<file path="config.mk">
export PLATFORM = sky130hd
export DESIGN_NAME = hsv_to_rgb
export DESIGN_NICKNAME = d
export VERILOG_FILES = /design/src/hdl/hsv_pkg.sv /design/src/hdl/hsv_front.sv /design/src/hdl/hsv_fifo.sv /design/src/hdl/hsv_back.sv /design/src/hdl/hsv_to_rgb.sv
export SDC_FILE = /design/constraint.sdc
export NUM_CORES = 2
export LEC_CHECK = 0
export BUFFER_PORTS_ARGS = -buffer_cell sky130_fd_sc_hd__clkbuf_2
export CAP_MARGIN = 5
export CORE_MARGIN = 2
export CORE_UTILIZATION = 40
export DETAILED_ROUTE_END_ITERATION = 12
export GPL_TIMING_DRIVEN = 0
export PLACE_DENSITY_LB_ADDON = 0.08
export RECOVER_POWER = 25
export SETUP_SLACK_MARGIN = 0.5
export SLEW_MARGIN = 20
export SYNTH_ARGS = -nofsm -noshare
export SYNTH_HDL_FRONTEND = slang
export SYNTH_SLANG_ARGS = --single-unit
</file>
<file path="constraint.sdc">
create_clock -name clock -period 7.3 [get_ports clock]
set_input_delay 1.46 -clock clock [delete_from_list [all_inputs] [get_ports clock]]
set_output_delay 1.46 -clock clock [all_outputs]
set_load 0.02 [all_outputs]
</file>
<file path="src/hdl/hsv_pkg.sv">
// hsv_pkg: shared types and constants of the hsv to rgb converter
// used by hsv_front, hsv_fifo, hsv_back and hsv_to_rgb; no dependencies
`default_nettype none

package hsv_pkg;

   localparam int NUM_LANES = 3;

   localparam logic [11:0] HUE_FULL    = 12'd3600;
   localparam logic [11:0] HUE_TWO_SEC = 12'd1200;
   localparam logic [11:0] HUE_FOUR_SEC = 12'd2400;
   localparam logic [9:0]  SECTOR_SPAN = 10'd600;
   localparam logic [9:0]  UNIT        = 10'd1000;

   // channel numerator before brightness: 600000 - sat * (600 - g)
   localparam logic [19:0] T_FULL      = 20'd600000;
   // out = round(v * t * 17 / 4e7)
   localparam logic [4:0]  SCALE_NUM   = 5'd17;
   localparam logic [25:0] DIV_DEN     = 26'd40000000;
   localparam logic [24:0] DIV_HALF    = 25'd20000000;
   localparam logic [10:0] RECIP       = 11'd1825;
   localparam int          RECIP_SHIFT = 32;

   typedef enum logic [2:0] {
      SEC_RED_YEL  = 3'd0,
      SEC_YEL_GRN  = 3'd1,
      SEC_GRN_CYN  = 3'd2,
      SEC_CYN_BLU  = 3'd3,
      SEC_BLU_MAG  = 3'd4,
      SEC_MAG_RED  = 3'd5
   } sector_type;

   typedef struct packed {
      logic [9:0] sat;
      logic [9:0] val;
      sector_type sector;
      logic [9:0] frac;
   } hsv_word_type;

endpackage

`default_nettype wire

</file>
<file path="src/hdl/hsv_front.sv">
// hsv_front: clamps saturation and brightness, reduces hue, finds sector and position
// depends on hsv_pkg
`default_nettype none

module hsv_front (
   input  wire logic [11:0]          hue_tenths,
   input  wire logic [9:0]           saturation,
   input  wire logic [9:0]           brightness,
   output hsv_pkg::hsv_word_type     word
);
   import hsv_pkg::*;

   logic [11:0] hue_red;
   logic [11:0] pos;
   logic [9:0]  pos_lo;
   sector_type  sector;
   logic [9:0]  frac;

   always_comb begin
      hue_red = (hue_tenths >= HUE_FULL) ? hue_tenths - HUE_FULL : hue_tenths;

      priority if (hue_red >= HUE_FOUR_SEC) begin
         pos = hue_red - HUE_FOUR_SEC;
      end else if (hue_red >= HUE_TWO_SEC) begin
         pos = hue_red - HUE_TWO_SEC;
      end else begin
         pos = hue_red;
      end

      priority if (hue_red >= 12'd3000) begin
         sector = SEC_MAG_RED;
      end else if (hue_red >= HUE_FOUR_SEC) begin
         sector = SEC_BLU_MAG;
      end else if (hue_red >= 12'd1800) begin
         sector = SEC_CYN_BLU;
      end else if (hue_red >= HUE_TWO_SEC) begin
         sector = SEC_GRN_CYN;
      end else if (hue_red >= 12'(SECTOR_SPAN)) begin
         sector = SEC_YEL_GRN;
      end else begin
         sector = SEC_RED_YEL;
      end

      pos_lo = pos[9:0];
      if (pos >= 12'(SECTOR_SPAN)) begin
         frac = 10'(HUE_TWO_SEC - pos);
      end else begin
         frac = pos_lo;
      end
   end

   assign word.sat    = (saturation > UNIT) ? UNIT : saturation;
   assign word.val    = (brightness > UNIT) ? UNIT : brightness;
   assign word.sector = sector;
   assign word.frac   = frac;

endmodule

`default_nettype wire

</file>
<file path="src/hdl/hsv_fifo.sv">
// hsv_fifo: short queue of classified words between front and back
// depends on hsv_pkg
`default_nettype none

module hsv_fifo #(
   parameter int DEPTH = 2
) (
   input  wire logic                 clock,
   input  wire logic                 reset,
   input  wire logic                 push,
   input  wire hsv_pkg::hsv_word_type push_word,
   input  wire logic                 pop,
   output hsv_pkg::hsv_word_type     pop_word,
   output logic                      full,
   output logic                      empty
);
   import hsv_pkg::*;

   localparam int PTR_W = (DEPTH > 1) ? $clog2(DEPTH) : 1;
   localparam int CNT_W = $clog2(DEPTH + 1);

   hsv_word_type     mem_ff [DEPTH];
   logic [PTR_W-1:0] wr_ptr_ff, wr_ptr_in;
   logic [PTR_W-1:0] rd_ptr_ff, rd_ptr_in;
   logic [CNT_W-1:0] count_ff, count_in;
   logic             do_push, do_pop;

   assign full    = (count_ff == CNT_W'(DEPTH));
   assign empty   = (count_ff == '0);
   assign do_push = push && !full;
   assign do_pop  = pop && !empty;
   assign pop_word = mem_ff[rd_ptr_ff];

   always_comb begin
      wr_ptr_in = wr_ptr_ff;
      rd_ptr_in = rd_ptr_ff;
      if (do_push) begin
         wr_ptr_in = (wr_ptr_ff == PTR_W'(DEPTH - 1)) ? '0 : wr_ptr_ff + 1'b1;
      end
      if (do_pop) begin
         rd_ptr_in = (rd_ptr_ff == PTR_W'(DEPTH - 1)) ? '0 : rd_ptr_ff + 1'b1;
      end
      unique case ({do_push, do_pop})
         2'b10:   count_in = count_ff + 1'b1;
         2'b01:   count_in = count_ff - 1'b1;
         default: count_in = count_ff;
      endcase
   end

   always_ff @(posedge clock) begin
      if (reset) begin
         wr_ptr_ff <= '0;
         rd_ptr_ff <= '0;
         count_ff  <= '0;
      end else begin
         wr_ptr_ff <= wr_ptr_in;
         rd_ptr_ff <= rd_ptr_in;
         count_ff  <= count_in;
      end
   end

   always_ff @(posedge clock) begin
      if (do_push) begin
         mem_ff[wr_ptr_ff] <= push_word;
      end
   end

endmodule

`default_nettype wire

</file>
<file path="src/hdl/hsv_back.sv">
// hsv_back: five-stage pipeline, one lane per channel, scales and rounds to 8 bits
// depends on hsv_pkg
`default_nettype none

module hsv_back (
   input  wire logic                 clock,
   input  wire logic                 reset,
   input  wire logic                 in_valid,
   input  wire hsv_pkg::hsv_word_type in_word,
   output logic                      out_valid,
   output logic [7:0]                out_red,
   output logic [7:0]                out_green,
   output logic [7:0]                out_blue
);
   import hsv_pkg::*;

   logic [4:0]  valid_ff;

   logic [9:0]  lane_dist [NUM_LANES];
   logic [9:0]  rest;
   logic [19:0] sd     [NUM_LANES];

   logic [19:0] t_ff   [NUM_LANES];
   logic [9:0]  val_ff;
   logic [29:0] vt_ff  [NUM_LANES];
   logic [29:0] vt3_ff [NUM_LANES];
   logic [7:0]  qe_ff  [NUM_LANES];
   logic [26:0] r_ff   [NUM_LANES];
   logic [7:0]  q4_ff  [NUM_LANES];
   logic [7:0]  out_ff [NUM_LANES];

   logic [40:0] prod3  [NUM_LANES];
   logic [33:0] rem4   [NUM_LANES];
   logic        ge5    [NUM_LANES];
   logic [25:0] r5     [NUM_LANES];
   logic [8:0]  q5     [NUM_LANES];
   logic        up5    [NUM_LANES];
   logic [8:0]  out_in [NUM_LANES];

   // lane 0 red, 1 green, 2 blue; lane_dist 0 gets chroma, SECTOR_SPAN gets zero
   always_comb begin
      rest = SECTOR_SPAN - in_word.frac;
      unique case (in_word.sector)
         SEC_RED_YEL: begin
            lane_dist[0] = '0;          lane_dist[1] = rest;
            lane_dist[2] = SECTOR_SPAN;
         end
         SEC_YEL_GRN: begin
            lane_dist[0] = rest;        lane_dist[1] = '0;
            lane_dist[2] = SECTOR_SPAN;
         end
         SEC_GRN_CYN: begin
            lane_dist[0] = SECTOR_SPAN; lane_dist[1] = '0;
            lane_dist[2] = rest;
         end
         SEC_CYN_BLU: begin
            lane_dist[0] = SECTOR_SPAN; lane_dist[1] = rest;
            lane_dist[2] = '0;
         end
         SEC_BLU_MAG: begin
            lane_dist[0] = rest;        lane_dist[1] = SECTOR_SPAN;
            lane_dist[2] = '0;
         end
         default: begin
            lane_dist[0] = '0;          lane_dist[1] = SECTOR_SPAN;
            lane_dist[2] = rest;
         end
      endcase
      for (int i = 0; i < NUM_LANES; i++) begin
         sd[i] = 20'(in_word.sat) * 20'(lane_dist[i]);
      end
   end

   always_comb begin
      for (int i = 0; i < NUM_LANES; i++) begin
         prod3[i]  = 41'(vt_ff[i]) * 41'(RECIP);
         rem4[i]   = 34'(vt3_ff[i]) * 34'(SCALE_NUM) - 34'(qe_ff[i]) * 34'(DIV_DEN);
         ge5[i]    = (r_ff[i] >= 27'(DIV_DEN));
         r5[i]     = ge5[i] ? 26'(r_ff[i] - 27'(DIV_DEN)) : r_ff[i][25:0];
         q5[i]     = 9'(q4_ff[i]) + 9'(ge5[i]);
         up5[i]    = (r5[i] > 26'(DIV_HALF)) || ((r5[i] == 26'(DIV_HALF)) && q5[i][0]);
         out_in[i] = q5[i] + 9'(up5[i]);
      end
   end

   always_ff @(posedge clock) begin
      if (reset) begin
         valid_ff <= '0;
      end else begin
         valid_ff <= {valid_ff[3:0], in_valid};
      end
   end

   always_ff @(posedge clock) begin
      val_ff <= in_word.val;
      for (int i = 0; i < NUM_LANES; i++) begin
         t_ff[i]   <= T_FULL - sd[i];
         vt_ff[i]  <= 30'(val_ff) * 30'(t_ff[i]);
         vt3_ff[i] <= vt_ff[i];
         qe_ff[i]  <= prod3[i][RECIP_SHIFT +: 8];
         q4_ff[i]  <= qe_ff[i];
         r_ff[i]   <= rem4[i][26:0];
         out_ff[i] <= out_in[i][7:0];
      end
   end

   assign out_valid = valid_ff[4];
   assign out_red   = out_ff[0];
   assign out_green = out_ff[1];
   assign out_blue  = out_ff[2];

endmodule

`default_nettype wire

</file>
<file path="src/hdl/hsv_to_rgb.sv">
// hsv_to_rgb: one hsv word per clock in while busy is low, one 8-bit rgb word per clock out
// rsp_strobe rises once an accepted word has passed the queue and the hsv_back pipeline
// throughput: one word per cycle when QUEUE_DEPTH > 1; the back pipeline never stalls, so busy stays low
// reset: synchronous, active high, empties the queue and the pipeline valid bits
// depends on hsv_pkg, hsv_front, hsv_fifo, hsv_back
`default_nettype none

module hsv_to_rgb #(
   parameter int QUEUE_DEPTH = 2
) (
   input  wire logic        clock,
   input  wire logic        reset,
   input  wire logic        start,
   output logic             busy,
   input  wire logic [11:0] req_hue_tenths,
   input  wire logic [9:0]  req_saturation,
   input  wire logic [9:0]  req_brightness,
   output logic             rsp_strobe,
   output logic [7:0]       rsp_red,
   output logic [7:0]       rsp_green,
   output logic [7:0]       rsp_blue
);
   import hsv_pkg::*;

   hsv_word_type front_word;
   hsv_word_type queue_word;
   logic         queue_full;
   logic         queue_empty;
   logic         accept;

   assign accept = start && !busy;
   assign busy   = queue_full;

   hsv_front u_front (
      .hue_tenths (req_hue_tenths),
      .saturation (req_saturation),
      .brightness (req_brightness),
      .word       (front_word)
   );

   hsv_fifo #(
      .DEPTH (QUEUE_DEPTH)
   ) u_fifo (
      .clock     (clock),
      .reset     (reset),
      .push      (accept),
      .push_word (front_word),
      .pop       (!queue_empty),
      .pop_word  (queue_word),
      .full      (queue_full),
      .empty     (queue_empty)
   );

   hsv_back u_back (
      .clock     (clock),
      .reset     (reset),
      .in_valid  (!queue_empty),
      .in_word   (queue_word),
      .out_valid (rsp_strobe),
      .out_red   (rsp_red),
      .out_green (rsp_green),
      .out_blue  (rsp_blue)
   );

   // queue drains every cycle so, with QUEUE_DEPTH > 1, it never fills
   a_never_busy: assert property (@(posedge clock) disable iff (reset) !busy)
      else $error("queue filled");

   a_word_out: assert property (@(posedge clock) disable iff (reset)
      accept |-> ##6 rsp_strobe)
      else $error("accepted word produced no result");

   a_no_extra: assert property (@(posedge clock) disable iff (reset)
      rsp_strobe |-> $past(accept, 6))
      else $error("result without accepted word");

endmodule

`default_nettype wire

</file>
==> summary.txt <==
Synth
  • Async SR Flop Fraction: 0%
  • Post-synthesis sequential area ratio: ~15%
  • Number of synthesized flops with an enable pin: 66
  • Synthesized instance count: 7103
  • Compound-cell area share of the yosys netlist: slightly below 8%
  • Predominant post-synthesis flop cell: dfxtp_1
  • Synth Register Bits: between 400 and 500
  • Syn nets: 9176
  • Post-synthesis cell area: ~66000 sq um
  • Yosys top cell area share: around 30%
  • XOR/XNOR Fraction of Synth Area: around 4.9%
  • Post-synthesis simple-gate area fraction: 11.9%
  • Area leader, netlist: fa_1
  • Post-Synth Adder-Cell Area: about half
  • Mux cell area share after synthesis: 0.816%
  • Largest family of logic cells by synthesized area: adder cells
  • Most common cell in the netlist: inv_1
  • Synth top cells by count: inv_1 (1519), ha_1 (1070), fa_1 (968)
  • Synthesized area per cell: between 9 and 10 sq um
  • Yosys warnings: 0
  • Synth area leaders: fa_1 (29%), ha_1 (20%), dfxtp_1 (12%)
  • Unique cell type count in the Yosys netlist: a little under 100

Placed design
  • Port Buffer Count: 56
  • Post-DP HPWL: roughly 130000 um
  • Post-DP Area: 69400 sq um
  • Routability cong.: roughly 0.84

Worst setup path
  • Slowest-stage cell, CP: fa_1
  • Most used cell, CP: fa_1
  • Max incr delay on CP: approximately 0.6 ns
  • CP top delay family: adder cells
  • Worst endpoint data arrival time: roughly 7.3 ns
  • CP Capture Type: flip-flop
  • Crit Path Max Fanout: 6
  • Worst Setup Path Type: reg -> reg
  • Bufs and invs on worst path: 5
  • Worst Path Required: ~8 ns
  • Critical path startpoint category: flip-flop

STA
  • Worst slew margin: between 20% and 30%
  • Final Hold Fails: 0
  • Clock Skews: 0.0261 ns
  • Setup-failing EPs final: 0
  • Minimum clock period: 6.73 ns
  • Worst-margin pin slew: between 1 and 1.5 ns
  • Fmax: between 0.1 and 0.15 GHz
  • Fin crit share: just over 90%
  • Max-slew violation count: 0
  • RSZ-0062 raised after global routing: yes

Clock tree
  • Clock Latency Late Sink: between 0.6 and 0.7 ns
  • Root Driver: clkbuf_16
  • CTS tree: built
  • Clock buffer depth: 3
  • H-tree level count: 3
  • Clk sinks: 470
  • CTS Hold Bufs: 0
  • TritonCTS Buffers: 68
  • Worst-path clk slew: roughly 0.05 ns

Cells and area
  • Final layout net count: around 9300
  • Share of cells above drive strength 1: 6.65%
  • Post-route design area: around 73000 sq um
  • Layout area overhead: 10.3%

Floorplan
  • Die H: between 400 and 500 um
  • Chip Width: roughly 410 um
  • Die footprint: ~170000 sq um
  • Core area: approximately 160000 sq um
  • Initial Util: between 40% and 50%
  • Rows: 149
  • IO Count: 61

Detailed routing
  • Vias: about 47000
  • Routed wire per std cell: ~17 um
  • Routed Antenna Nets: 0
  • Drc violations: 0
  • Total wire length: 160000 um
  • DRT Pass-1 Iters: 6
  • 1st-iter DRT viols: 2071
  • Vias per cell: just under 5

Hold path
  • Hold Path Class: reg -> reg

Global routing
  • Met2 usage: ~34%
  • Global route hottest layer: met2
  • Grt met3 use: between 2 and 3%
  • First-pass GRT wire length: around 260000 um
  • GRT Total Usage: about 20%
  • Vias in the first global route: 49878
  • Initial antenna violation count: 8
  • Pin count of the biggest net entering global routing: 28
  • M1 GR Usage: between 20% and 30%
  • Overflow after GRT: 0

Outcome
  • Outcome: finished, final reports clean

Run
  • Maxcap violations: 0
## per-stage QoR
step                cells  setup WS [ns]  hold WS, ns  util, %  TNS (ns)
finish               9521          0.565        0.345     44.4         0
global route         9516          0.237        0.363     44.3         0
CTS                  9478          0.420        0.341     43.8         0
detailed placement   9350          -1.27        0.336     42.1    -14.99
global placement     9348          -1.22        0.344     42.0    -14.94
floorplan            7103          0.530        0.331        -         0
## cells by family (layout without fill, tap and decap cells)
group	Yosys count	in the layout
other	0	5
AO/OA/AOI/OAI	789	789
adder cells (fa/ha/maj)	2038	2038
XOR/XNOR	368	368
multiplexers	51	51
flip-flops	470	470
AND/OR/NAND/NOR	1668	1668
buffers and inverters	1719	1943
## cells in the final DEF, fill, tap and decap left out, drive strengths merged, types with 25 or more instances in the layout
cell type     n
inv        1528
ha         1070
fa          968
nand2       612
dfxtp       404
nor2        384
clkbuf      301
xnor2       285
and2        274
a21oi       219
o21ai       154
a21o         92
nand3        91
buf          87
xor2         82
nor3         70
edfxtp       66
nor2b        53
o21a         42
and3         37
o21bai       37
nand2b       33
a31oi        27
mux2i        27
a211oi       25
## final timing paths
| check | to | slack (ns) | depth (start not counted) | from |
|---|---|---|---|---|
| max | u_back.t_ff[0][59] | 0.57 | 26 | flip-flop |
| min | u_back.r_ff[0][54] | 0.34 | 0 | u_back.vt3_ff[0][60] |
| max reg2reg | u_back.t_ff[0][59] | 0.57 | 26 | flip-flop |
| min reg2reg | u_back.r_ff[0][54] | 0.34 | 0 | u_back.vt3_ff[0][60] |
## state kept, by name, indices dropped and copies added, names as in the netlist, named ones only
| name | cells |
|---|---|
| u_fifo.wr_ptr_ff | 1 |
| u_back.vt_ff | 90 |
| u_back.vt3_ff | 81 |
| u_fifo.rd_ptr_ff | 1 |
| u_back.r_ff | 81 |
| u_fifo.count_ff | 2 |
| u_fifo.mem_ff | 66 |
| u_back.q4_ff | 24 |
| u_back.qe_ff | 24 |
| u_back.valid_ff | 5 |
| u_back.t_ff | 60 |
| u_back.val_ff | 10 |
| u_back.out_ff | 24 |
## cell type report
type	count	area, sq um
Fill cell	16391	91700
Multi-Input combinational cell	4914	50500
Sequential cell	470	10100
Inverter	1523	5720
Tap cell	2189	2740
Clock buffer	90	1940
Buffer	196	937
Timing Repair Buffer	102	683
Clock inverter	32	462
Antenna cell	5	12.5
## layer usage
layer  wire length (um)  vias to the layer above  share of wire (%)
met5                  0                        -                  0
met4               3590                        0                2.2
met3               6640                      177                4.1
met2              75300                      711                 47
met1              74500                    23034                 47
li1                   -                    22770                  -
## timing repair
action | 4_1_cts | 5_1_grt
setup endpoints to repair | 50 | 33
pin swaps | 9 | 53
gates cloned | 0 | 0
resized for setup | 123 | 215
buffers inserted | 6 | 38
## worst register-to-register path, stage by stage (launching register included)
cell,delay [ns]
dfxtp_2,0.32
buf_6,0.13
mux2_4,0.35
clkinv_4,0.08
ha_4,0.15
inv_4,0.04
o21ai_0,0.18
o21ai_2,0.16
a211oi_2,0.28
a21oi_4,0.07
buf_12,0.14
xnor2_4,0.18
o21ai_2,0.22
buf_4,0.16
nand2_1,0.06
fa_1,0.50
fa_1,0.60
fa_1,0.45
fa_1,0.49
fa_1,0.60
ha_4,0.22
or3_1,0.32
o21ai_2,0.09
a21oi_2,0.06
a41o_1,0.23
o41ai_2,0.36
xnor2_1,0.20
Power is not shown: default switching activity piles up to over one toggle a cycle in this logic, so the estimate is an artifact.
